File: src/design/prc_pkg.sv
// progress ring classifier package: shared constants, codes, types and the arctangent table
// no dependencies; used by every module of the classifier
package prc_pkg;

   // angle unit sizing
   localparam int CORDIC_STEPS = 30;
   localparam int PRESCALE     = 20;
   localparam int TURN_BITS    = 32;
   localparam int QUARTER_BITS = 30;
   localparam int ACC_BITS     = 33;

   // fill level
   localparam int FILL_BITS = 14;
   localparam logic [FILL_BITS-1:0] FULL_LEVEL = 14'd10000;

   // outer radius
   localparam int RADIUS_BITS = 8;

   // configuration port
   localparam int CSR_INDEX_BITS = 2;
   localparam int CSR_DATA_BITS  = 16;
   localparam logic [CSR_INDEX_BITS-1:0] CSR_CENTER_X     = 2'd0;
   localparam logic [CSR_INDEX_BITS-1:0] CSR_CENTER_Y     = 2'd1;
   localparam logic [CSR_INDEX_BITS-1:0] CSR_OUTER_RADIUS = 2'd2;
   localparam logic [CSR_INDEX_BITS-1:0] CSR_FILL_LEVEL   = 2'd3;

   // shade codes
   localparam logic [1:0] SHADE_NONE     = 2'd0;
   localparam logic [1:0] SHADE_FILLED   = 2'd1;
   localparam logic [1:0] SHADE_UNFILLED = 2'd2;

   // quadrants, clockwise from 12 o'clock
   localparam logic [1:0] QUAD_NE = 2'd0;
   localparam logic [1:0] QUAD_SE = 2'd1;
   localparam logic [1:0] QUAD_SW = 2'd2;
   localparam logic [1:0] QUAD_NW = 2'd3;

   // what the back end must do with a pixel
   typedef enum logic [1:0] {
      CLS_OUT,
      CLS_FULL,
      CLS_EMPTY,
      CLS_ANGLE
   } prc_cls_type;

   // side information travelling with a pixel down the angle pipeline
   typedef struct packed {
      prc_cls_type cls;
      logic [1:0]  quad;
      logic        zero_b;
   } prc_side_type;

   // arctangent of 2^-step in units of 2^-32 turn
   function automatic logic [TURN_BITS-1:0] cordic_atan(input logic [4:0] step);
      logic [TURN_BITS-1:0] val;
      unique case (step)
         5'd0:    val = 32'd536870912;
         5'd1:    val = 32'd316933406;
         5'd2:    val = 32'd167458907;
         5'd3:    val = 32'd85004756;
         5'd4:    val = 32'd42667331;
         5'd5:    val = 32'd21354465;
         5'd6:    val = 32'd10679838;
         5'd7:    val = 32'd5340245;
         5'd8:    val = 32'd2670163;
         5'd9:    val = 32'd1335087;
         5'd10:   val = 32'd667544;
         5'd11:   val = 32'd333772;
         5'd12:   val = 32'd166886;
         5'd13:   val = 32'd83443;
         5'd14:   val = 32'd41722;
         5'd15:   val = 32'd20861;
         5'd16:   val = 32'd10430;
         5'd17:   val = 32'd5215;
         5'd18:   val = 32'd2608;
         5'd19:   val = 32'd1304;
         5'd20:   val = 32'd652;
         5'd21:   val = 32'd326;
         5'd22:   val = 32'd163;
         5'd23:   val = 32'd81;
         5'd24:   val = 32'd41;
         5'd25:   val = 32'd20;
         5'd26:   val = 32'd10;
         5'd27:   val = 32'd5;
         5'd28:   val = 32'd3;
         5'd29:   val = 32'd1;
         default: val = '0;
      endcase
      return val;
   endfunction

endpackage

File: src/design/prc_back.sv
// progress ring classifier back end: angle code, fill comparison and result register
// depends on prc_pkg; takes the last stage of the angle pipeline
module prc_back #(
   parameter int ANGLE_BITS = 16
) (
   input  logic                                clock,
   input  logic                                reset,
   input  logic                                valid_i,
   input  logic signed [prc_pkg::ACC_BITS-1:0] z_i,
   input  prc_pkg::prc_side_type               side_i,
   input  logic [prc_pkg::FILL_BITS-1:0]       fill_level,
   output logic                                valid_o,
   output logic [1:0]                          shade_o
);

   localparam int PW = ANGLE_BITS + prc_pkg::FILL_BITS;
   localparam int QB = prc_pkg::QUARTER_BITS;
   localparam int TB = prc_pkg::TURN_BITS;

   // stage e1: clamped quarter angle plus quadrant base
   logic                      e1_valid_ff, e1_valid_in;
   logic [ANGLE_BITS-1:0]     e1_code_ff, e1_code_in;
   prc_pkg::prc_cls_type      e1_cls_ff, e1_cls_in;
   logic [QB-1:0]             zc;
   logic [TB-1:0]             turn;
   logic                      z_neg;
   logic                      z_big;

   // stage e2: code times full level
   logic                      e2_valid_ff, e2_valid_in;
   logic [PW-1:0]             e2_prod_ff, e2_prod_in;
   prc_pkg::prc_cls_type      e2_cls_ff, e2_cls_in;

   // stage e3: result register
   logic                      e3_valid_ff, e3_valid_in;
   logic [1:0]                e3_shade_ff, e3_shade_in;
   logic [PW-1:0]             limit;

   // clamp to one quarter turn, a flat vector gives exactly zero
   always_comb begin
      e1_valid_in = valid_i;
      e1_cls_in   = side_i.cls;
      z_neg       = z_i[prc_pkg::ACC_BITS-1];
      z_big       = !z_neg && (z_i[prc_pkg::ACC_BITS-2:QB] != '0);
      priority if (side_i.zero_b || z_neg) begin
         zc = '0;
      end else if (z_big) begin
         zc = '1;
      end else begin
         zc = z_i[QB-1:0];
      end
      turn       = {side_i.quad, zc};
      e1_code_in = turn[TB-1 -: ANGLE_BITS];
   end

   // code <= floor(fill * 2^ANGLE_BITS / 10000) is code * 10000 <= fill * 2^ANGLE_BITS
   always_comb begin
      e2_valid_in = e1_valid_ff;
      e2_cls_in   = e1_cls_ff;
      e2_prod_in  = PW'(e1_code_ff) * PW'(prc_pkg::FULL_LEVEL);
   end

   always_comb begin
      e3_valid_in = e2_valid_ff;
      limit       = {fill_level, {ANGLE_BITS{1'b0}}};
      unique case (e2_cls_ff)
         prc_pkg::CLS_OUT:   e3_shade_in = prc_pkg::SHADE_NONE;
         prc_pkg::CLS_FULL:  e3_shade_in = prc_pkg::SHADE_FILLED;
         prc_pkg::CLS_EMPTY: e3_shade_in = prc_pkg::SHADE_UNFILLED;
         prc_pkg::CLS_ANGLE: begin
            e3_shade_in = (e2_prod_ff <= limit) ? prc_pkg::SHADE_FILLED
                                                : prc_pkg::SHADE_UNFILLED;
         end
         default:            e3_shade_in = prc_pkg::SHADE_NONE;
      endcase
   end

   always_ff @(posedge clock) begin
      if (reset) begin
         e1_valid_ff <= 1'b0;
         e2_valid_ff <= 1'b0;
         e3_valid_ff <= 1'b0;
      end else begin
         e1_valid_ff <= e1_valid_in;
         e2_valid_ff <= e2_valid_in;
         e3_valid_ff <= e3_valid_in;
      end
   end

   always_ff @(posedge clock) begin
      e1_code_ff  <= e1_code_in;
      e1_cls_ff   <= e1_cls_in;
      e2_prod_ff  <= e2_prod_in;
      e2_cls_ff   <= e2_cls_in;
      e3_shade_ff <= e3_shade_in;
   end

   assign valid_o = e3_valid_ff;
   assign shade_o = e3_shade_ff;

endmodule

File: config.mk
export PLATFORM = sky130hd
export DESIGN_NAME = prc_back
export DESIGN_NICKNAME = d
export VERILOG_FILES = /design/src/design/prc_pkg.sv /design/src/design/prc_back.sv
export SDC_FILE = /design/constraint.sdc
export NUM_CORES = 1
export LEC_CHECK = 0
export BUFFER_PORTS_ARGS = -buffer_cell sky130_fd_sc_hd__buf_2
export CAP_MARGIN = 0
export CORE_MARGIN = 5
export CORE_UTILIZATION = 50
export CTS_CLUSTER_SIZE = 25
export DETAILED_ROUTE_END_ITERATION = 8
export GPL_ROUTABILITY_DRIVEN = 0
export MAX_ROUTING_LAYER = met4
export PLACE_DENSITY = 0.71
export SETUP_SLACK_MARGIN = 0.02
export SYNTH_ARGS = -nofsm -noshare
export SYNTH_HDL_FRONTEND = slang
export SYNTH_SLANG_ARGS = --single-unit
export TNS_END_PERCENT = 20
File: constraint.sdc
create_clock -name clock -period 4.3 [get_ports clock]
set_clock_uncertainty 0.1 [all_clocks]
set_input_delay 0.645 -clock clock [delete_from_list [all_inputs] [get_ports clock]]
set_output_delay 0.645 -clock clock [all_outputs]
set_load 0.03 [all_outputs]
; Word-level counts from Yosys, hierarchy flattened
; Cells that the tools add are included.
[word_totals]
mem_bits_rw = 0
memories = 0
latchBits = 0
output_inout_bits = 3
regBits = 51
romBits = 0
wordCells = 22
inputBits = 55
[classes]
order_cmp = 1
shifts = 0
n_div = 0
bitwise_logic = 0
n_addsub = 0
eq_ne = 3
n_reduce_logical = 5
n_mul = 1
n_mux = 3
[ops]
columns = cell, count
row1 = $le A30 B30 Y1, 1
row2 = $mux W30, 1
row3 = $mul A16 B10 Y26 const B, 1
row4 = $pmux W2 S4, 1
row5 = $eq A2 B2 Y1 const B, 2
row6 = $eq A2 B1 Y1 const B, 1
row7 = $logic_not A2 Y1, 1
row8 = $mux W2, 1
row9 = $reduce_bool A2 Y1, 1
row10 = $logic_and A1 B1 Y1, 1
row11 = $logic_not A1 Y1, 1
row12 = $logic_or A1 B1 Y1, 1

; Longest topological paths before layout
[logic_depth]
depth_word = 3
depth_mapped = 18
mapped_depth_nobuf = 18

; Least setup slack after synthesis
; No wires, ideal clock.
[synth_path]
path_type = flip-flop to flip-flop
startpoint = register e1_code_ff[6]
endpoint = register e2_prod_ff[27]
synth_period_minus_slack_ns = 4.318
path_stages_with_launch = 15
path_slack_ns = -0.018
setup_time_ns = 0.125
path_buffers = 0
arrival_time_ns = 4.093
cell_sequence = dfxtp_1 > inv_1 > fa_1 > inv_1 > ha_1 > fa_1 > ha_1 > fa_1 > ha_1 > a21o_1 > a211oi_2 > o211ai_2 > a41oi_4 > a31oi_1 > xor2_1
[synth_between]
elab_chain_len = 1
[synth_rtl]
columns = item, line
row1 = from (decl), prc_back.sv:22  ; logic [ANGLE_BITS-1:0] e1_code_ff, e1_code_in;
row2 = from (signal assigned), prc_back.sv:91  ; e1_code_ff <= e1_code_in;
row3 = $mul A16 B10 Y26, prc_back.sv:60  ; e2_prod_in = PW'(e1_code_ff) * PW'(prc_pkg::FULL_LEVEL);
row4 = net e2_prod_in[27], prc_back.sv:31  ; logic [PW-1:0] e2_prod_ff, e2_prod_in;
row5 = to (signal assigned), prc_back.sv:93  ; e2_prod_ff <= e2_prod_in;
row6 = to (decl), prc_back.sv:31
; The timed path passes the listed nets, and every way through them passes these cells.
; A chain may end at the register's enable or synchronous reset.

; Worst setup path in the final report
[layout_path]
startpoint = register e1_code_ff[6]
endpoint = register e2_prod_ff[20]
; Same word-level chain as after synthesis.

==> impl_metrics.yaml <==
run_status:
  outcome: "finished, final reports clean"
power:
  power.leakage_nw: 2.700
  peakVddDrop_uv: 183.4
  p_per_area_nw_per_um2: 441.3
clock_tree:
  cts_sinks: 51
  ctsHoldBuffers: 0
  cts_inserted_buffers: 5
  cts_tree: "done"
  clkSlewWorstSetupHoldPaths_ns: 0.09
  cts_root_buf: "clkbuf_8"
  clk_latency_ns: 0.30
  clk_path_buf_depth: 2
  htreeDepth: 2
route:
  routed_wl_um: 8166
  firstDrtPassIters: 4
  drc: 0
  wire_per_inst_um: 13.32
  postRouteAntennaNets: 0
  dr.first_iter.drc_count: 107
  vias: 3079
  via_per_inst: 5.023
global_routing:
  met1_usage: 0.2136
  grt_first_pass_wirelength_um: 13120
  grt_usage: 0.1606
  grtUsageMet2: 0.2606
  grt_util_met3: 0.02135
  top_usage_layer: "met2"
  grt_max_degree: 15
  grt_pass1_vias: 3017
  grt_overflow: 0
  antenna_found_initial: 0
logic_synthesis:
  synth_cells: 434
  async_flop_share: 0
  synth.most_common_cell: "inv_1"
  synth_nets: 608
  synth-seq-cells: 51
  yosys_warnings: 0
  avgSynthCellArea_um2: 9.678
  synth_top_cell_by_area: "ha_1"
  synthFlopType: "dfxtp_1"
  syn_area_um2: 4200
  synthTopCellsByCount: "103 x inv_1, 84 x ha_1, 51 x dfxtp_1"
  seq_area_frac_synth: 0.2431
  synth_edf_count: 0
  synth_cell_type_count: 46
  synth_top_area_share: 0.2502
  synthTopCellsByArea: "ha_1 25%, dfxtp_1 24%, fa_1 17%, inv_1 9.2%, o21a_1 3.4%"
timing:
  worst_pin_slew_ns: 0.8301
  hold_slack_ns: 0.2400
  post-route-period-util: 0.9943
  setup_viol: 0
  slew_headroom: 0.4446
  hold_viol: 0
  grt_setup_unrepaired: "yes"
  period_needed_ns: 4.276
  slew_viol_final: 0
  setup_tns_ns: 0
  clock.fmax_mhz: 233.9
floorplan:
  die-width_um: 101.7
  rows: 33
  num_io_pins: 58
  start_util: 0.5112
  core_area_um2: 8217
  die_h_um: 101.7
  die_area_um2: 10330
hold_path:
  min_path_cells: 0
  holdCritStartpoint: "e1_cls_ff[1]$_DFF_P_"
  hp-class: "reg2reg"
final_layout:
  layout.nets: 682
  diodes: 0
  drive_gt1_frac: 0.2480
  syn2layout_area_growth_pct: 21.21
  final_cells: 613
  fill_cells: 667
placement:
  dp_cells: 601
  io_buffers: 41
  hpwlAfterDp_um: 6429
critical_path:
  r2r-start: "e1_code_ff[6]$_SDFF_PP0_"
  critPathKind: "reg2reg"
  startpoint_type: "register"
  crit_required_ns: 4.43
  cp-end-kind: "register"
  worstPathArrival_ns: 4.40
  crit_start: "e1_code_ff[6]$_SDFF_PP0_"
  r2r_cells: 17
  worstPathMaxFanout: 4
run:
  cap_violations: 0
## worst max-delay path, cell delays in order, from the launching register on
cell and delay [ns]:
dfxtp_2 0.34, buf_6 0.12, fa_1 0.45, ha_1 0.31
inv_2 0.05, fa_1 0.50, inv_1 0.05, ha_1 0.27
inv_1 0.05, fa_1 0.49, inv_2 0.05, ha_4 0.24
o21ai_0 0.27, nor2_1 0.11, o22ai_2 0.27, o21ai_1 0.17
a31oi_1 0.23, xnor2_1 0.14
## sequential cells by signal, summed over array words and instances (netlist names)
| name | cells |
|---|---|
| shade_o | 2 |
| e2_cls_ff | 2 |
| e1_valid_ff | 1 |
| e1_code_ff | 16 |
| e1_cls_ff | 2 |
| valid_o | 1 |
| e2_valid_ff | 1 |
| e2_prod_ff | 26 |
## cell usage in the layout, fill, tap and decap left out, drive strengths merged, types with 2 or more instances in the layout
master	instances
inv	103
clkbuf	6
a21o	6
o21a	19
a31oi	3
nor4	3
o21ai	14
xor2	8
a211oi	3
nor3	2
o22ai	2
nor2b	5
ha	84
fa	35
o211ai	2
buf	73
xnor2	10
nor2	11
dfxtp	51
nand3	8
nand2b	3
nand4	3
a21oi	21
nand2	14
## what timing repair did
| action | 4_1_cts | 5_1_grt |
|---|---|---|
| setup endpoints to repair | 7 | 9 |
| resized for setup | 5 | 45 |
| setup buffers | 0 | 5 |
| pin swaps | 7 | 31 |
## through the flow
stage | area, um2 | setup WS [ns] | power [mW] | util
final | 5091 | 0.02443 | 2.247 | 0.6196
after global placement | 4716 | -0.009613 | 1.708 | 0.5739
after floorplan | 4200 | 0.02918 | 1.421 | -
after global routing | 5091 | -0.08232 | 2.450 | 0.6196
after detailed placement | 4716 | -0.05958 | 1.738 | 0.5739
after CTS | 4855 | 0.01511 | 2.094 | 0.5908
## power breakdown
group	internal, mW	leakage [nW]	switching [mW]
Clock	0.171	0.0513	0.150
Combinational	0.627	2.22	0.684
Sequential	0.583	0.430	0.0332
## cell families (layout without fill, tap and decap cells)
group                    Yosys count  count (layout)  synth area share
AO/OA/AOI/OAI                     81              81            0.1370
XOR/XNOR                          18              18           0.03753
adder cells (fa/ha/maj)          119             119            0.4170
flip-flops                        51              51            0.2431
AND/OR/NAND/NOR                   56              56           0.06763
buffers and inverters            109             183           0.09771
## per-layer routing
metal / part of all wire / wire length (um)
met1: 0.44 / 3577
met2: 0.51 / 4171
met3: 0.035 / 287
met4: 0.016 / 129
met5: 0 / 0
## final timing paths
check / end / slack (ns)
setup / recovery: e2_prod_ff[20]$_DFF_P_ / 0.02
setup reg to reg: e2_prod_ff[20]$_DFF_P_ / 0.02
hold reg to reg: e2_cls_ff[1]$_DFF_P_ / 0.24
hold / removal: e2_cls_ff[1]$_DFF_P_ / 0.24
## final cells by class
cell class	instances	area [um2]	area share
repair buffers	73	452.9	0.08897
clock inverters	1	30.03	0.005898
well taps	105	131.4	0.02580
multi-input cells	274	2982	0.5856
inverters	103	389.1	0.07643
clock buffers	6	72.57	0.01425
flip-flops and latches	51	1033	0.2030
No activity file was read; power rests on OpenSTA's default activity.
