File: src/design/prc_pkg.sv
// progress ring classifier package: shared constants, codes, types and the arctangent table
// no dependencies; used by every module of the classifier
package prc_pkg;

   // angle unit sizing
   localparam int CORDIC_STEPS = 30;
   localparam int PRESCALE     = 20;
   localparam int TURN_BITS    = 32;
   localparam int QUARTER_BITS = 30;
   localparam int ACC_BITS     = 33;

   // fill level
   localparam int FILL_BITS = 14;
   localparam logic [FILL_BITS-1:0] FULL_LEVEL = 14'd10000;

   // outer radius
   localparam int RADIUS_BITS = 8;

   // configuration port
   localparam int CSR_INDEX_BITS = 2;
   localparam int CSR_DATA_BITS  = 16;
   localparam logic [CSR_INDEX_BITS-1:0] CSR_CENTER_X     = 2'd0;
   localparam logic [CSR_INDEX_BITS-1:0] CSR_CENTER_Y     = 2'd1;
   localparam logic [CSR_INDEX_BITS-1:0] CSR_OUTER_RADIUS = 2'd2;
   localparam logic [CSR_INDEX_BITS-1:0] CSR_FILL_LEVEL   = 2'd3;

   // shade codes
   localparam logic [1:0] SHADE_NONE     = 2'd0;
   localparam logic [1:0] SHADE_FILLED   = 2'd1;
   localparam logic [1:0] SHADE_UNFILLED = 2'd2;

   // quadrants, clockwise from 12 o'clock
   localparam logic [1:0] QUAD_NE = 2'd0;
   localparam logic [1:0] QUAD_SE = 2'd1;
   localparam logic [1:0] QUAD_SW = 2'd2;
   localparam logic [1:0] QUAD_NW = 2'd3;

   // what the back end must do with a pixel
   typedef enum logic [1:0] {
      CLS_OUT,
      CLS_FULL,
      CLS_EMPTY,
      CLS_ANGLE
   } prc_cls_type;

   // side information travelling with a pixel down the angle pipeline
   typedef struct packed {
      prc_cls_type cls;
      logic [1:0]  quad;
      logic        zero_b;
   } prc_side_type;

   // arctangent of 2^-step in units of 2^-32 turn
   function automatic logic [TURN_BITS-1:0] cordic_atan(input logic [4:0] step);
      logic [TURN_BITS-1:0] val;
      unique case (step)
         5'd0:    val = 32'd536870912;
         5'd1:    val = 32'd316933406;
         5'd2:    val = 32'd167458907;
         5'd3:    val = 32'd85004756;
         5'd4:    val = 32'd42667331;
         5'd5:    val = 32'd21354465;
         5'd6:    val = 32'd10679838;
         5'd7:    val = 32'd5340245;
         5'd8:    val = 32'd2670163;
         5'd9:    val = 32'd1335087;
         5'd10:   val = 32'd667544;
         5'd11:   val = 32'd333772;
         5'd12:   val = 32'd166886;
         5'd13:   val = 32'd83443;
         5'd14:   val = 32'd41722;
         5'd15:   val = 32'd20861;
         5'd16:   val = 32'd10430;
         5'd17:   val = 32'd5215;
         5'd18:   val = 32'd2608;
         5'd19:   val = 32'd1304;
         5'd20:   val = 32'd652;
         5'd21:   val = 32'd326;
         5'd22:   val = 32'd163;
         5'd23:   val = 32'd81;
         5'd24:   val = 32'd41;
         5'd25:   val = 32'd20;
         5'd26:   val = 32'd10;
         5'd27:   val = 32'd5;
         5'd28:   val = 32'd3;
         5'd29:   val = 32'd1;
         default: val = '0;
      endcase
      return val;
   endfunction

endpackage

File: src/design/prc_front.sv
// progress ring classifier front end: input register, offsets, squares, band test, quadrant fold
// depends on prc_pkg; feeds the first stage of the angle pipeline
module prc_front #(
   parameter int COORD_BITS = 11,
   parameter int BAND_WIDTH = 7
) (
   input  logic                                    clock,
   input  logic                                    reset,
   input  logic                                    accept,
   input  logic [COORD_BITS-1:0]                   pixel_x,
   input  logic [COORD_BITS-1:0]                   pixel_y,
   input  logic [COORD_BITS-1:0]                   center_x,
   input  logic [COORD_BITS-1:0]                   center_y,
   input  logic [prc_pkg::RADIUS_BITS-1:0]         outer_radius,
   input  logic [prc_pkg::FILL_BITS-1:0]           fill_level,
   output logic                                    valid_o,
   output logic signed [COORD_BITS+prc_pkg::PRESCALE+2:0] x_o,
   output logic signed [COORD_BITS+prc_pkg::PRESCALE+2:0] y_o,
   output prc_pkg::prc_side_type                   side_o
);

   localparam int XW = COORD_BITS + prc_pkg::PRESCALE + 3;
   localparam int SW = 2 * COORD_BITS;
   localparam int RW = prc_pkg::RADIUS_BITS;

   // derived band limits
   logic [RW-1:0]   band_w;
   logic [RW-1:0]   inner_r;
   logic [2*RW-1:0] outer_sq_ff, outer_sq_in;
   logic [2*RW-1:0] inner_sq_ff, inner_sq_in;

   // stage 0: input register
   logic                  s0_valid_ff, s0_valid_in;
   logic [COORD_BITS-1:0] s0_px_ff, s0_px_in;
   logic [COORD_BITS-1:0] s0_py_ff, s0_py_in;

   // stage 1: offset magnitudes and signs
   logic                  s1_valid_ff, s1_valid_in;
   logic [COORD_BITS-1:0] s1_mx_ff, s1_mx_in;
   logic [COORD_BITS-1:0] s1_my_ff, s1_my_in;
   logic                  s1_xneg_ff, s1_xneg_in;
   logic                  s1_xzero_ff, s1_xzero_in;
   logic                  s1_yneg_ff, s1_yneg_in;
   logic                  s1_yzero_ff, s1_yzero_in;

   // stage 2: squares and folded vector
   logic                  s2_valid_ff, s2_valid_in;
   logic [SW-1:0]         s2_sqx_ff, s2_sqx_in;
   logic [SW-1:0]         s2_sqy_ff, s2_sqy_in;
   logic [COORD_BITS-1:0] s2_a_ff, s2_a_in;
   logic [COORD_BITS-1:0] s2_b_ff, s2_b_in;
   logic [1:0]            s2_quad_ff, s2_quad_in;
   logic                  x_pos;
   logic                  y_pos;

   // stage 3: band test and angle unit load
   logic                  s3_valid_ff, s3_valid_in;
   logic signed [XW-1:0]  s3_x_ff, s3_x_in;
   logic signed [XW-1:0]  s3_y_ff, s3_y_in;
   prc_pkg::prc_side_type s3_side_ff, s3_side_in;
   logic [SW:0]           d2;
   logic                  in_band;

   // band limits follow the radius register
   always_comb begin
      band_w      = (outer_radius < RW'(BAND_WIDTH)) ? outer_radius : RW'(BAND_WIDTH);
      inner_r     = outer_radius - band_w;
      outer_sq_in = (2*RW)'(outer_radius) * (2*RW)'(outer_radius);
      inner_sq_in = (2*RW)'(inner_r) * (2*RW)'(inner_r);
   end

   // stage 0 next values
   always_comb begin
      s0_valid_in = accept;
      s0_px_in    = pixel_x;
      s0_py_in    = pixel_y;
   end

   // stage 1: pick the non-negative difference
   always_comb begin
      s1_valid_in = s0_valid_ff;
      s1_xneg_in  = center_x > s0_px_ff;
      s1_yneg_in  = center_y > s0_py_ff;
      s1_xzero_in = center_x == s0_px_ff;
      s1_yzero_in = center_y == s0_py_ff;
      s1_mx_in    = s1_xneg_in ? (center_x - s0_px_ff) : (s0_px_ff - center_x);
      s1_my_in    = s1_yneg_in ? (center_y - s0_py_ff) : (s0_py_ff - center_y);
   end

   // stage 2: squares, quadrant fold (north is minus dy, east is dx)
   always_comb begin
      s2_valid_in = s1_valid_ff;
      s2_sqx_in   = SW'(s1_mx_ff) * SW'(s1_mx_ff);
      s2_sqy_in   = SW'(s1_my_ff) * SW'(s1_my_ff);
      x_pos       = !s1_xneg_ff && !s1_xzero_ff;
      y_pos       = !s1_yneg_ff && !s1_yzero_ff;
      priority if (s1_yneg_ff && !s1_xneg_ff) begin
         s2_quad_in = prc_pkg::QUAD_NE;
         s2_a_in    = s1_my_ff;
         s2_b_in    = s1_mx_ff;
      end else if (!s1_yneg_ff && x_pos) begin
         s2_quad_in = prc_pkg::QUAD_SE;
         s2_a_in    = s1_mx_ff;
         s2_b_in    = s1_my_ff;
      end else if (y_pos && !x_pos) begin
         s2_quad_in = prc_pkg::QUAD_SW;
         s2_a_in    = s1_my_ff;
         s2_b_in    = s1_mx_ff;
      end else begin
         s2_quad_in = prc_pkg::QUAD_NW;
         s2_a_in    = s1_mx_ff;
         s2_b_in    = s1_my_ff;
      end
   end

   // stage 3: band test, shade class, scaled vector
   always_comb begin
      s3_valid_in = s2_valid_ff;
      d2          = {1'b0, s2_sqx_ff} + {1'b0, s2_sqy_ff};
      in_band     = (d2 <= (SW+1)'(outer_sq_ff)) && (d2 > (SW+1)'(inner_sq_ff));
      s3_side_in.quad   = s2_quad_ff;
      s3_side_in.zero_b = s2_b_ff == '0;
      priority if (!in_band) begin
         s3_side_in.cls = prc_pkg::CLS_OUT;
      end else if (fill_level >= prc_pkg::FULL_LEVEL) begin
         s3_side_in.cls = prc_pkg::CLS_FULL;
      end else if (fill_level == '0) begin
         s3_side_in.cls = prc_pkg::CLS_EMPTY;
      end else begin
         s3_side_in.cls = prc_pkg::CLS_ANGLE;
      end
      s3_x_in = signed'({3'b000, s2_a_ff, {prc_pkg::PRESCALE{1'b0}}});
      s3_y_in = signed'({3'b000, s2_b_ff, {prc_pkg::PRESCALE{1'b0}}});
   end

   // valid bits
   always_ff @(posedge clock) begin
      if (reset) begin
         s0_valid_ff <= 1'b0;
         s1_valid_ff <= 1'b0;
         s2_valid_ff <= 1'b0;
         s3_valid_ff <= 1'b0;
      end else begin
         s0_valid_ff <= s0_valid_in;
         s1_valid_ff <= s1_valid_in;
         s2_valid_ff <= s2_valid_in;
         s3_valid_ff <= s3_valid_in;
      end
   end

   // payload registers
   always_ff @(posedge clock) begin
      outer_sq_ff <= outer_sq_in;
      inner_sq_ff <= inner_sq_in;
      s0_px_ff    <= s0_px_in;
      s0_py_ff    <= s0_py_in;
      s1_mx_ff    <= s1_mx_in;
      s1_my_ff    <= s1_my_in;
      s1_xneg_ff  <= s1_xneg_in;
      s1_xzero_ff <= s1_xzero_in;
      s1_yneg_ff  <= s1_yneg_in;
      s1_yzero_ff <= s1_yzero_in;
      s2_sqx_ff   <= s2_sqx_in;
      s2_sqy_ff   <= s2_sqy_in;
      s2_a_ff     <= s2_a_in;
      s2_b_ff     <= s2_b_in;
      s2_quad_ff  <= s2_quad_in;
      s3_x_ff     <= s3_x_in;
      s3_y_ff     <= s3_y_in;
      s3_side_ff  <= s3_side_in;
   end

   assign valid_o = s3_valid_ff;
   assign x_o     = s3_x_ff;
   assign y_o     = s3_y_ff;
   assign side_o  = s3_side_ff;

endmodule

File: config.mk
export PLATFORM = sky130hd
export DESIGN_NAME = prc_front
export DESIGN_NICKNAME = d
export VERILOG_FILES = /design/src/design/prc_pkg.sv /design/src/design/prc_front.sv
export SDC_FILE = /design/constraint.sdc
export NUM_CORES = 1
export LEC_CHECK = 0
export BUFFER_PORTS_ARGS = -buffer_cell sky130_fd_sc_hd__buf_2
export CORE_AREA = 3 3 228 230
export DETAILED_ROUTE_END_ITERATION = 7
export DIE_AREA = 0 0 231 233
export PLACE_DENSITY = 0.48
export SETUP_SLACK_MARGIN = 0.15
export SLEW_MARGIN = 15
export SYNTH_ARGS = -nofsm -noshare
export SYNTH_HDL_FRONTEND = slang
export SYNTH_SLANG_ARGS = --single-unit
File: constraint.sdc
create_clock -name clock -period 18.9 [get_ports clock]
set_clock_uncertainty 0.15 [all_clocks]
set_input_delay 2.835 -clock clock [delete_from_list [all_inputs] [get_ports clock]]
set_output_delay 2.835 -clock clock [all_outputs]
set_load 0.01 [all_outputs]
== Yosys cells after proc, flatten, opt, wreduce, memory -nomap -nowiden ==
Cells that the tools add are included.

* Latch bits: 0
* Output and inout port bits: 74
* Bits in read-only memories: 0
* Bits in writable memories: 0
* Logic and storage cells: 73
* Input port bits: 69
* Flip-flop bits (word level): 179
* Memories: 0

* Div/mod/pow operators: 0
* Multipliers: 4
* Reductions and logical operators: 15
* Bitwise gates (word level): 1
* Equal/unequal tests: 2
* Mux-type cells: 13
* Shift-type cells: 0
* Order comparisons: 6
* Add/sub/neg operators: 6

{| class="wikitable"
|+ Operators by type and width
! kind !! count
|-
| $mux W11 || 8
|-
| $mul A11 B11 Y22 || 2
|-
| $sub A11 B11 Y11 || 4
|-
| $mul A8 B8 Y16 || 2
|-
| $add A22 B22 Y23 || 1
|-
| $gt A23 B16 Y1 || 1
|-
| $le A23 B16 Y1 || 1
|-
| $eq A11 B11 Y1 || 2
|-
| $gt A11 B11 Y1 || 2
|-
| $ge A14 B14 Y1 const B || 1
|-
| $logic_not A14 Y1 || 1
|-
| $logic_not A11 Y1 || 1
|-
| $lt A8 B3 Y1 const B || 1
|-
| $mux W8 || 1
|-
| $sub A8 B8 Y8 || 1
|-
| $logic_and A1 B1 Y1 || 6
|-
| $logic_not A1 Y1 || 5
|-
| $mux W1 || 4
|-
| $reduce_or A2 Y1 || 2
|-
| $not A1 Y1 || 1
|}

== Longest topological paths before layout ==
Gate-level depths: netlist (run 1).

* Word-level depth: 7
* Mapped depth: 25
* Depth with buffers taken out: 24

== Worst setup path after synthesis (run 1) ==
OpenSTA, ideal clock, no wires.

* Path type: in2reg
* From: in outer_radius[4] (netlist bit)
* To: reg inner_sq_ff[13]
* Path buffers: 1
* Path slack: 10801 ps
* Arrival time: 7877 ps
* Setup time: 72 ps
* Stages: 22
* Data required time: 18678 ps
* Path through: clkbuf_1 > or3_1 > nor3_2 > nor2_1 > inv_1 > ha_1 > a21oi_1 > xnor2_1 > or2_2 > fa_1 > inv_1 > fa_1 > fa_1 > inv_1 > fa_1 > inv_1 > ha_1 > a21oi_1 > nand2_1 > a41oi_1 > nor2b_1 > xnor2_1

* Cells in the longest elaborated chain, start to end: 4

{| class="wikitable"
|+ RTL lines
! item !! line !! RTL
|-
| start: declaration || prc_front.sv:14 || <nowiki>input logic [prc_pkg::RADIUS_BITS-1:0] outer_radius,</nowiki>
|-
| $lt A8 B3 Y1 || prc_front.sv:66 || <nowiki>band_w = (outer_radius < RW'(BAND_WIDTH)) ? outer_radius : RW'(BAND_WIDTH);</nowiki>
|-
| $mux W8 || prc_front.sv:66 ||
|-
| $sub A8 B8 Y8 || prc_front.sv:67 || <nowiki>inner_r = outer_radius - band_w;</nowiki>
|-
| named net inner_r[0] || prc_front.sv:28 || <nowiki>logic [RW-1:0] inner_r;</nowiki>
|-
| $mul A8 B8 Y16 || prc_front.sv:69 || <nowiki>inner_sq_in = (2*RW)'(inner_r) * (2*RW)'(inner_r);</nowiki>
|-
| named net inner_sq_in[13] || prc_front.sv:30 || <nowiki>logic [2*RW-1:0] inner_sq_ff, inner_sq_in;</nowiki>
|-
| end signal: assignment || prc_front.sv:154 || <nowiki>inner_sq_ff <= inner_sq_in;</nowiki>
|-
| end: declaration || prc_front.sv:30 ||
|}

The timed path passes the listed nets, and every way through them passes these cells.
A chain may end at the register's enable or synchronous reset.

== Worst setup path after layout (run 1) ==
* From: in outer_radius[3] (netlist bit)
* To: reg inner_sq_ff[13]

Same word-level chain as after synthesis.

==> flow_metrics.tcl, run 1 <==
set metrics [dict create \
    status "completed" \
    hold_viol 0 \
    final_nets 2485 \
    slew_headroom_pct 43.3 \
    gr-total-overflow 0 \
    ant_nets 0 \
    maxCapViolCount 0 \
    synth_top_cells_by_area "fa_1, dfxtp_1, ha_1" \
    first_iter_violations 461 \
    max_freq_ghz 0.121 \
    async_reset_ff_share_pct 0 \
    die_x_um 231 \
    numPortBuffers 96 \
    core-area_mm2 0.0501 \
    dominantRegCellSynth "dfxtp_1" \
    slowest_delay_ps 640 \
    path_buf_inv 4 \
    cts_root_buffer "clkbuf_16" \
    clockBufferDepth 2 \
    cp_data_required_time_ps 19150 \
    path_cells "buf_2, or3_1, nor3_2, nor2_1, inv_1, ha_1, a21oi_1, xnor2_1, nor2_1, inv_1, fa_1, inv_1, fa_1, ha_1, fa_1, ha_1, a21o_1, a21oi_1, nor2b_1, o211ai_1, nand2_1, a41oi_1, nor2b_1, xnor2_1" \
    cts.hold.buffers_added 0 \
    synthToLayoutAreaGrowth_pct 8.97 \
    yosysTopAreaCellShare_pct 20.6 \
    grt_antenna_before_repair 0 \
    numCtsBuffers 17 \
    cp_max_fo 13 \
    gp_congestion 0.826 \
    min_period_over_period_pct 43.8 \
    worstSkewPairLatency_ps 470 \
    drv_slew 0 \
    wl_per_cell_um 14.0 \
    nFillCells 5152 \
    route.detailed.drc 0 \
    h-tree-depth 4 \
    syn-instance-count 1913 \
    synth_common_cells "inv_1, ha_1, fa_1" \
    ys_types 70 \
    crit_arrival_ps 8520 \
    wl_mm 37.4 \
    yosysSeqAreaShare_pct 20.1 \
    clock_sinks 175 \
    io-pin-count 143 \
    grt_pass1_vias 12800 \
    hpwl_mm 31.3 \
    dieArea_mm2 0.0538 \
    start_util_pct 34.9 \
    postCtsResizedCells 0 \
    start_kind "input pin" \
    yosysMostFrequentCell "inv_1" \
    synth_edf_count 0 \
    ys_ff_latch 175 \
    hold_class "flop to flop" \
    rows 82 \
    cp.depth 24 \
    viasPerCell 4.64 \
    setup_tns_ps 0 \
    die_y_um 233 \
    grt_util_all_layers_pct 14.5 \
    worst_slew_pin_slew_ps 843 \
    netlist_area_mm2 0.0175 \
    insertedDiodeCount 0 \
    setup_viol 0 \
    firstDrtPassIters 5 \
    yosysTopAreaCell "fa_1" \
    worstSetupPathType "input pin to flop" \
    path_clk_slew_ps 70 \
    reg2reg_depth 17 \
    crit_family "adder cells" \
    syn_area_per_cell_um2 9.12 \
    cts_tree "built" \
    routed-via-count 12400 \
    rsz0062_at_grt "false" \
    ys_warn_count 0 \
    crit_path_end_kind "flop" \
    hold_depth 0 \
    fin_crit_ps 8270 \
    post_cts_buffers 0 \
    cpMaxStageDelayCell "xnor2_1" \
    grt_max_degree 26 \
    drive_above_1_share_pct 7.26 \
    grt_pass1_wl_mm 62.6 \
]
-- worst paths after layout --
check | slack (ps) | to | start
max | 10630 | inner_sq_ff[13] | outer_radius[3]
min | 180 | x_o[20] | s2_a_ff[0]
max reg2reg | 12950 | s2_sqy_ff[20] | s1_my_ff[2]
min reg2reg | 180 | x_o[20] | s2_a_ff[0]
-- logic make-up (layout without fill, tap and decap cells) --
kind of cell	Yosys count	in the layout	share of synthesized area, %
buffers and inverters	420	455	10.1
and+or+nand+nor	478	478	13.8
other	1	50	0.0215
AOI/OAI and AO/OA	271	271	10.2
DFF	175	175	20.1
adders and majority gates	432	432	38.7
muxes	24	24	1.41
xor gates and xnor gates	112	112	5.62
-- placed cells by master (no fill, tap or decap), types with 5 or more instances in the layout --
| master | n |
|---|---|
| conb_1 | 50 |
| ha_1 | 252 |
| nand4_1 | 10 |
| nor2b_1 | 31 |
| nor3_1 | 24 |
| and3_1 | 9 |
| o211ai_1 | 11 |
| a21oi_1 | 76 |
| nand3b_1 | 5 |
| nor4_1 | 9 |
| a211oi_1 | 8 |
| fa_1 | 180 |
| o21a_1 | 10 |
| xnor2_1 | 75 |
| mux2i_1 | 19 |
| a21o_1 | 44 |
| nand3_1 | 18 |
| o21ai_0 | 53 |
| xor2_1 | 37 |
| clkbuf_16 | 17 |
| and2_1 | 101 |
| nand2_1 | 167 |
| nor2_1 | 59 |
| nand2b_1 | 19 |
| o21bai_1 | 12 |
| a211o_1 | 5 |
| buf_2 | 96 |
| or3_1 | 9 |
| dfxtp_1 | 175 |
| inv_1 | 324 |
| a31oi_1 | 9 |
-- flip-flops by register name (all words and copies together) (netlist names), 2 cells and up --
| name | flops |
|---|---|
| s2_sqx_ff | 21 |
| outer_sq_ff | 15 |
| x_o | 11 |
| s2_quad_ff | 2 |
| side_o | 5 |
| s1_mx_ff | 11 |
| s0_px_ff | 11 |
| s0_py_ff | 11 |
| y_o | 11 |
| s2_sqy_ff | 21 |
| s2_a_ff | 11 |
| inner_sq_ff | 15 |
| s2_b_ff | 11 |
| s1_my_ff | 11 |
-- stage by stage --
step | hold WS, ps | std cells | setup WS, ps | instance area, um2 | utilization [%]
floorplan | 160 | 1962 | 10800 | 17600 | -
global placement | 160 | 2637 | 10260 | 18400 | 36.8
detailed placement | 162 | 2637 | 10170 | 18400 | 36.8
CTS | 180 | 2669 | 10670 | 19000 | 38.0
global route | 186 | 2669 | 10050 | 19000 | 38.0
finish | 178 | 2669 | 10630 | 19000 | 38.0
-- worst reg2reg max path: cells and delay by family, from the launching register on --
kind,cells,cell delay [ps]
xor+xnor,1,130
buf+inv,2,100
simple gates,1,270
fa+ha+maj,6,2700
compound gates,7,1720
flops,1,790
-- layout make-up --
cell class | count | area [um2] | share of cell area, %
Clock buffer | 19 | 443 | 2.33
Clock inverter | 13 | 149 | 0.783
Inverter | 324 | 1220 | 6.39
Multi-Input combinational cell | 1367 | 12400 | 65.0
Sequential cell | 175 | 3500 | 18.4
Tap cell | 672 | 841 | 4.42
Timing Repair Buffer | 99 | 503 | 2.64
-- metal layers --
layer  GRT usage (%)  up-vias  part of all wire, %
met5               0        -                    0
met4            4.53        0                  2.3
met3            2.90       39                  3.5
met2            24.0      170                   46
met1            19.2     5950                   48
li1                -     6213                    -
Power of run 1 is not shown: default switching activity piles up to over one toggle a cycle in this logic, so the estimate is an artifact.
==> run 2, diff against run 1 <==
--- a/config.mk
+++ b/config.mk
@@ -5,10 +5,11 @@
 export SDC_FILE = /design/constraint.sdc
 export NUM_CORES = 1
 export LEC_CHECK = 0
+export ABC_AREA = 1
 export BUFFER_PORTS_ARGS = -buffer_cell sky130_fd_sc_hd__buf_2
-export CORE_AREA = 3 3 228 230
+export CORE_AREA = 3 3 233 235
 export DETAILED_ROUTE_END_ITERATION = 7
-export DIE_AREA = 0 0 231 233
+export DIE_AREA = 0 0 236 238
 export PLACE_DENSITY = 0.48
 export SETUP_SLACK_MARGIN = 0.15
 export SLEW_MARGIN = 15
==> constraint.sdc (replaced) <==
create_clock -name clock -period 7.65 [get_ports clock]
set_clock_uncertainty 0.15 [all_clocks]
set_input_delay 1.1475 -clock clock [delete_from_list [all_inputs] [get_ports clock]]
set_output_delay 1.1475 -clock clock [all_outputs]
set_load 0.01 [all_outputs]
==> run 2 against run 1 <==
  * Synthesized cell count grew 23%
  * Die area grew 4.4%
  * Sequential share of layout area shrank 0.83 points
  * Core utilization is essentially flat
  * Via count grew 13%
  * Highest routed layer unchanged
==> flow_metrics.tcl, run 2 <==
set metrics [dict create \
    yosysSeqAreaShare_pct 19.1 \
    firstDrtPassIters 7 \
    met1_length_mm 19.8 \
    final_nets 2914 \
    min_period_over_period_pct 81.0 \
    routed-via-count 14000 \
    min_to "x_o[27]" \
    crit_path_end_kind "flop" \
    crit_arrival_ps 6470 \
    maxCapViolCount 0 \
    cp_max_fo 11 \
    fin_crit_ps 6200 \
    grt_max_degree 39 \
    top_layer "met4" \
    worstSetupPathType "input pin to flop" \
    gp_congestion 0.838 \
    worstSkewPairLatency_ps 480 \
    slew_headroom_pct 50.2 \
    grt_antenna_before_repair 0 \
    hold_start "s2_a_ff[7]" \
    rsz0062_at_grt "false" \
    r2r-end "s2_sqx_ff[15]" \
    hpwl_mm 34.8 \
    gr-total-overflow 0 \
    drive_above_1_share_pct 6.80 \
    path_clk_slew_ps 80 \
    wl_per_cell_um 13.1 \
    r2r_slack_ps 2230 \
    dieArea_mm2 0.0562 \
    h-tree-depth 4 \
    ys_ff_latch 175 \
    syn_area_per_cell_um2 7.82 \
    yosysTopAreaCellShare_pct 19.6 \
    dominantRegCellSynth "dfxtp_1" \
    mostFrequentLayoutCell "inv_1" \
    synth_common_cells "inv_1, nand2_1, ha_1" \
    ys_types 52 \
    post_cts_buffers 0 \
    synth_edf_count 0 \
    die_y_um 238 \
    numPortBuffers 96 \
    start_util_pct 35.0 \
    setup_tns_ps 0 \
    synthToLayoutAreaGrowth_pct 8.52 \
    setup_viol 0 \
    drv_slew 0 \
    async_reset_ff_share_pct 0 \
    final_cell_mix "inv_1, nand2_1, ha_1, fa_1, dfxtp_1" \
    cts_root_buffer "clkbuf_16" \
    io-pin-count 143 \
    status "completed" \
    cpMaxStageDelayCell "fa_1" \
    cp_data_required_time_ps 7930 \
    post-route-util_pct 38.0 \
    netlist_area_mm2 0.0183 \
    insertedDiodeCount 0 \
    postCtsResizedCells 0 \
    synth_top_cells_by_area "fa_1, dfxtp_1, ha_1" \
    hold_viol 0 \
    hold_class "flop to flop" \
    ys_warn_count 0 \
    grt_pass1_wl_mm 69.6 \
    route.detailed.drc 0 \
    hold-worst-slack_ps 178 \
    grt_pass1_vias 14400 \
    die_x_um 236 \
    start_kind "input pin" \
    yosysMostFrequentCell "inv_1" \
    first_iter_violations 598 \
    ant_nets 0 \
    worst_slew_pin_slew_ps 746 \
    wl_mm 40.9 \
    slowest_delay_ps 530 \
    viasPerCell 4.48 \
    yosysTopAreaCell "fa_1" \
    cts_tree "built" \
    core-area_mm2 0.0524 \
    cts.hold.buffers_added 0 \
    numCtsBuffers 17 \
    clockBufferDepth 2 \
    met3_length_mm 1.55 \
    grt_util_all_layers_pct 15.3 \
    hold_depth 0 \
    rows 84 \
    reg_top3 "s2_sqx_ff x21, s2_sqy_ff x21" \
    reg2reg_from "s1_mx_ff[2]" \
    met2_length_mm 18.8 \
    max_freq_ghz 0.161 \
    syn-instance-count 2345 \
    nFillCells 5504 \
    reg2reg_depth 15 \
    clock_sinks 175 \
]
[run 2: cell count changes in the layout (fill, tap and decap cells not counted), sizes merged, moves of 39 or more]
cell and change:
nand2 +329, and2 -98, a21oi +39, nor2 +74
nand3 +40, inv +210
[run 2: logic make-up after synthesis]
logic type / share of synthesized area (%)
xor gates and xnor gates: 5.78
adders and majority gates: 36.8
buffers and inverters: 14.2
and+or+nand+nor: 16.4
muxes: 0.0546
other: 0.0204
DFF: 19.1
AOI/OAI and AO/OA: 7.62
[run 2: critical path, delay by kind of cell]
kind,cells,cell delay (ps)
simple gates,15,1540
compound gates,3,530
fa+ha+maj,6,2550
buf+inv,7,730
[run 2: cell type report]
class	count	area, um2	share of cell area [%]
clock buffers	18	439	2.21
inverters	532	2000	10.1
well taps	688	861	4.32
clock inverters	14	164	0.823
repair buffers	100	510	2.56
multi-input cells	1587	12400	62.4
flip-flops and latches	175	3500	17.6
[run 2: worst max-delay path by stage]
stage                    startpoint              end  slack, ps  cells after the start
floorplan           outer_radius[6]  inner_sq_ff[15]       1640                     30
global placement    outer_radius[5]  inner_sq_ff[15]       1010                     31
detailed placement  outer_radius[5]  inner_sq_ff[15]        930                     31
CTS                 outer_radius[5]  inner_sq_ff[15]       1470                     31
global route        outer_radius[5]  inner_sq_ff[15]        930                     31
finish              outer_radius[5]  inner_sq_ff[15]       1450                     31
[run 2: per-stage QoR]
stage | instance area, um2 | setup slack, ps | cells
after floorplan | 18500 | 1640 | 2394
after global placement | 19300 | 1010 | 3082
after detailed placement | 19300 | 935 | 3082
after CTS | 19900 | 1470 | 3114
after global routing | 19900 | 927 | 3114
final | 19900 | 1450 | 3114
[run 2: metal layers]
| layer | vias to the layer above | global-route usage [%] |
|---|---|---|
| met2 | 232 | 25.0 |
| met5 | - | 0 |
| met1 | 6466 | 20.6 |
| li1 | 7204 | - |
| met3 | 49 | 3.03 |
| met4 | 0 | 4.22 |
Power of run 2 is left out for the same reason.
==> run 3, diff against run 2 <==
--- a/config.mk
+++ b/config.mk
@@ -10,7 +10,7 @@
 export CORE_AREA = 3 3 233 235
 export DETAILED_ROUTE_END_ITERATION = 7
 export DIE_AREA = 0 0 236 238
-export PLACE_DENSITY = 0.48
+export PLACE_DENSITY = 0.5
 export SETUP_SLACK_MARGIN = 0.15
 export SLEW_MARGIN = 15
 export SYNTH_ARGS = -nofsm -noshare
==> constraint.sdc (replaced) <==
create_clock -name clock -period 5.6 [get_ports clock]
set_clock_uncertainty 0.15 [all_clocks]
set_input_delay 0.84 -clock clock [delete_from_list [all_inputs] [get_ports clock]]
set_output_delay 0.84 -clock clock [all_outputs]
set_load 0.01 [all_outputs]
==> run 3 against run 2 <==
  * Cell count grew 1.6%
  * Via count grew 1.2%
  * Core utilization grew 0.91 points
  * Non-clock buffer count grew 51
  * Routed wire length shrank 0.24%
  * Die area is the same
  * Sequential share of layout area shrank 0.41 points
  * Sequential cell count is the same
  * Cell area grew 2.4%
  * Worst setup slack lost 1000 ps
  * Worst hold slack gained 1.6 ps
  * First-iteration DRC count shrank 4.7%
==> flow_metrics.tcl, run 3 (same netlist as run 2, synthesis figures left out) <==
set metrics [dict create \
    status "completed" \
    postCtsResizedCells 0 \
    io-pin-count 143 \
    crit_end "inner_sq_ff[15]" \
    worst_slew_pin_slew_ps 598 \
    cts_tree "built" \
    grt_max_degree 39 \
    crit_path_end_kind "flop" \
    rsz0062_at_grt "false" \
    core-area_mm2 0.0524 \
    max_freq_ghz 0.194 \
    crit_arrival_ps 5400 \
    clock_sinks 175 \
    start_kind "input pin" \
    drive_above_1_share_pct 9.05 \
    start_util_pct 35.0 \
    grt_util_all_layers_pct 14.9 \
    grt_pass1_vias 14400 \
    dp_worst_setup_slack_ps -98.2 \
    startpoint "outer_radius[6]" \
    path_common_cell "fa_1" \
    die_x_um 236 \
    maxCapViolCount 0 \
    numPortBuffers 96 \
    setup_viol 0 \
    cts.hold.buffers_added 0 \
    worstSkewPairLatency_ps 450 \
    drv_slew 0 \
    gr-total-overflow 0 \
    post_cts_buffers 0 \
    path_clk_slew_ps 80 \
    route.detailed.drc 0 \
    rows 84 \
    hold_depth 0 \
    wl_per_cell_um 12.9 \
    viasPerCell 4.46 \
    grt_pass1_wl_mm 68.6 \
    routed-via-count 14100 \
    slowest_delay_ps 530 \
    final_cell_mix "inv_1, nand2_1, ha_1, fa_1, dfxtp_1" \
    gp_congestion 0.861 \
    clockBufferDepth 2 \
    ant_nets 0 \
    cpMaxStageDelayCell "fa_1" \
    setup_slack_ps 442 \
    reg2reg_depth 17 \
    reg2reg_from "s1_my_ff[2]" \
    cp_max_fo 4 \
    hold_viol 0 \
    reg_top3 "s2_sqx_ff x21, s2_sqy_ff x21" \
    hpwl_mm 35.4 \
    min_period_over_period_pct 92.1 \
    slew_headroom_pct 60.1 \
    worstSetupPathType "input pin to flop" \
    dieArea_mm2 0.0562 \
    insertedDiodeCount 0 \
    r2r-end "s2_sqy_ff[18]" \
    hold_class "flop to flop" \
    nFillCells 5381 \
    numCtsBuffers 17 \
    final_nets 2965 \
    mostFrequentLayoutCell "inv_1" \
    cts_root_buffer "clkbuf_16" \
    wl_mm 40.8 \
    r2r_slack_ps 460 \
    firstDrtPassIters 5 \
    fin_crit_ps 5160 \
    first_iter_violations 570 \
    grt_antenna_before_repair 0 \
    h-tree-depth 4 \
    synthToLayoutAreaGrowth_pct 11.1 \
    die_y_um 238 \
    cp_data_required_time_ps 5840 \
]
## run 3: changes by cell type in the layout (fill, tap and decap cells not counted), sizes merged
cell      change
clkinv        -1
inv           -3
clkinvlp      +2
buf          +51
bufinv        +2
clkbuf        -1
## run 3: routing by layer
metal,up-vias,track usage (%),share of wire (%)
met5,-,0,0
li1,7297,-,-
met4,0,3.30,1.5
met3,37,2.33,3.3
met2,219,25.1,47
met1,6563,20.2,48
## run 3: stage by stage
| stage | instance area, um2 | cells | setup TNS (ps) | hold slack, ps | util [%] |
|---|---|---|---|---|---|
| final | 20400 | 3164 | 0 | 179 | 38.9 |
| after global routing | 20400 | 3164 | 0 | 189 | 38.9 |
| after CTS | 20400 | 3164 | 0 | 181 | 38.9 |
| after detailed placement | 19800 | 3133 | -110 | 163 | 37.7 |
| after global placement | 19800 | 3133 | -42.6 | 162 | 37.7 |
| after floorplan | 18600 | 2394 | 0 | 160 | - |
## run 3: layout make-up
| class | count | area [um2] | share of cell area [%] |
|---|---|---|---|
| inverter | 532 | 2010 | 9.84 |
| multi-input combinational | 1587 | 12500 | 61.3 |
| timing repair buffer | 151 | 893 | 4.38 |
| clock buffer | 17 | 425 | 2.09 |
| sequential | 175 | 3500 | 17.2 |
| clock inverter | 14 | 200 | 0.982 |
| tap | 688 | 861 | 4.22 |
## run 3: worst min-delay path by stage
stage                     slack, ps         to           from
final                           180    x_o[29]     s2_a_ff[9]
after global routing            190    x_o[26]     s2_a_ff[6]
after CTS                       180    x_o[29]     s2_a_ff[9]
after detailed placement        160    x_o[29]     s2_a_ff[9]
after global placement          160    x_o[25]     s2_a_ff[5]
after floorplan                 160  side_o[1]  s2_quad_ff[0]
## run 3: critical path: cells and delay by family
kind / cells / cell delay [ps]
AND/OR/NAND/NOR: 13 / 1170
adder cells (fa/ha/maj): 6 / 2350
AO/OA/AOI/OAI: 4 / 500
buffers and inverters: 8 / 540
Power of run 3 is left out for the same reason.
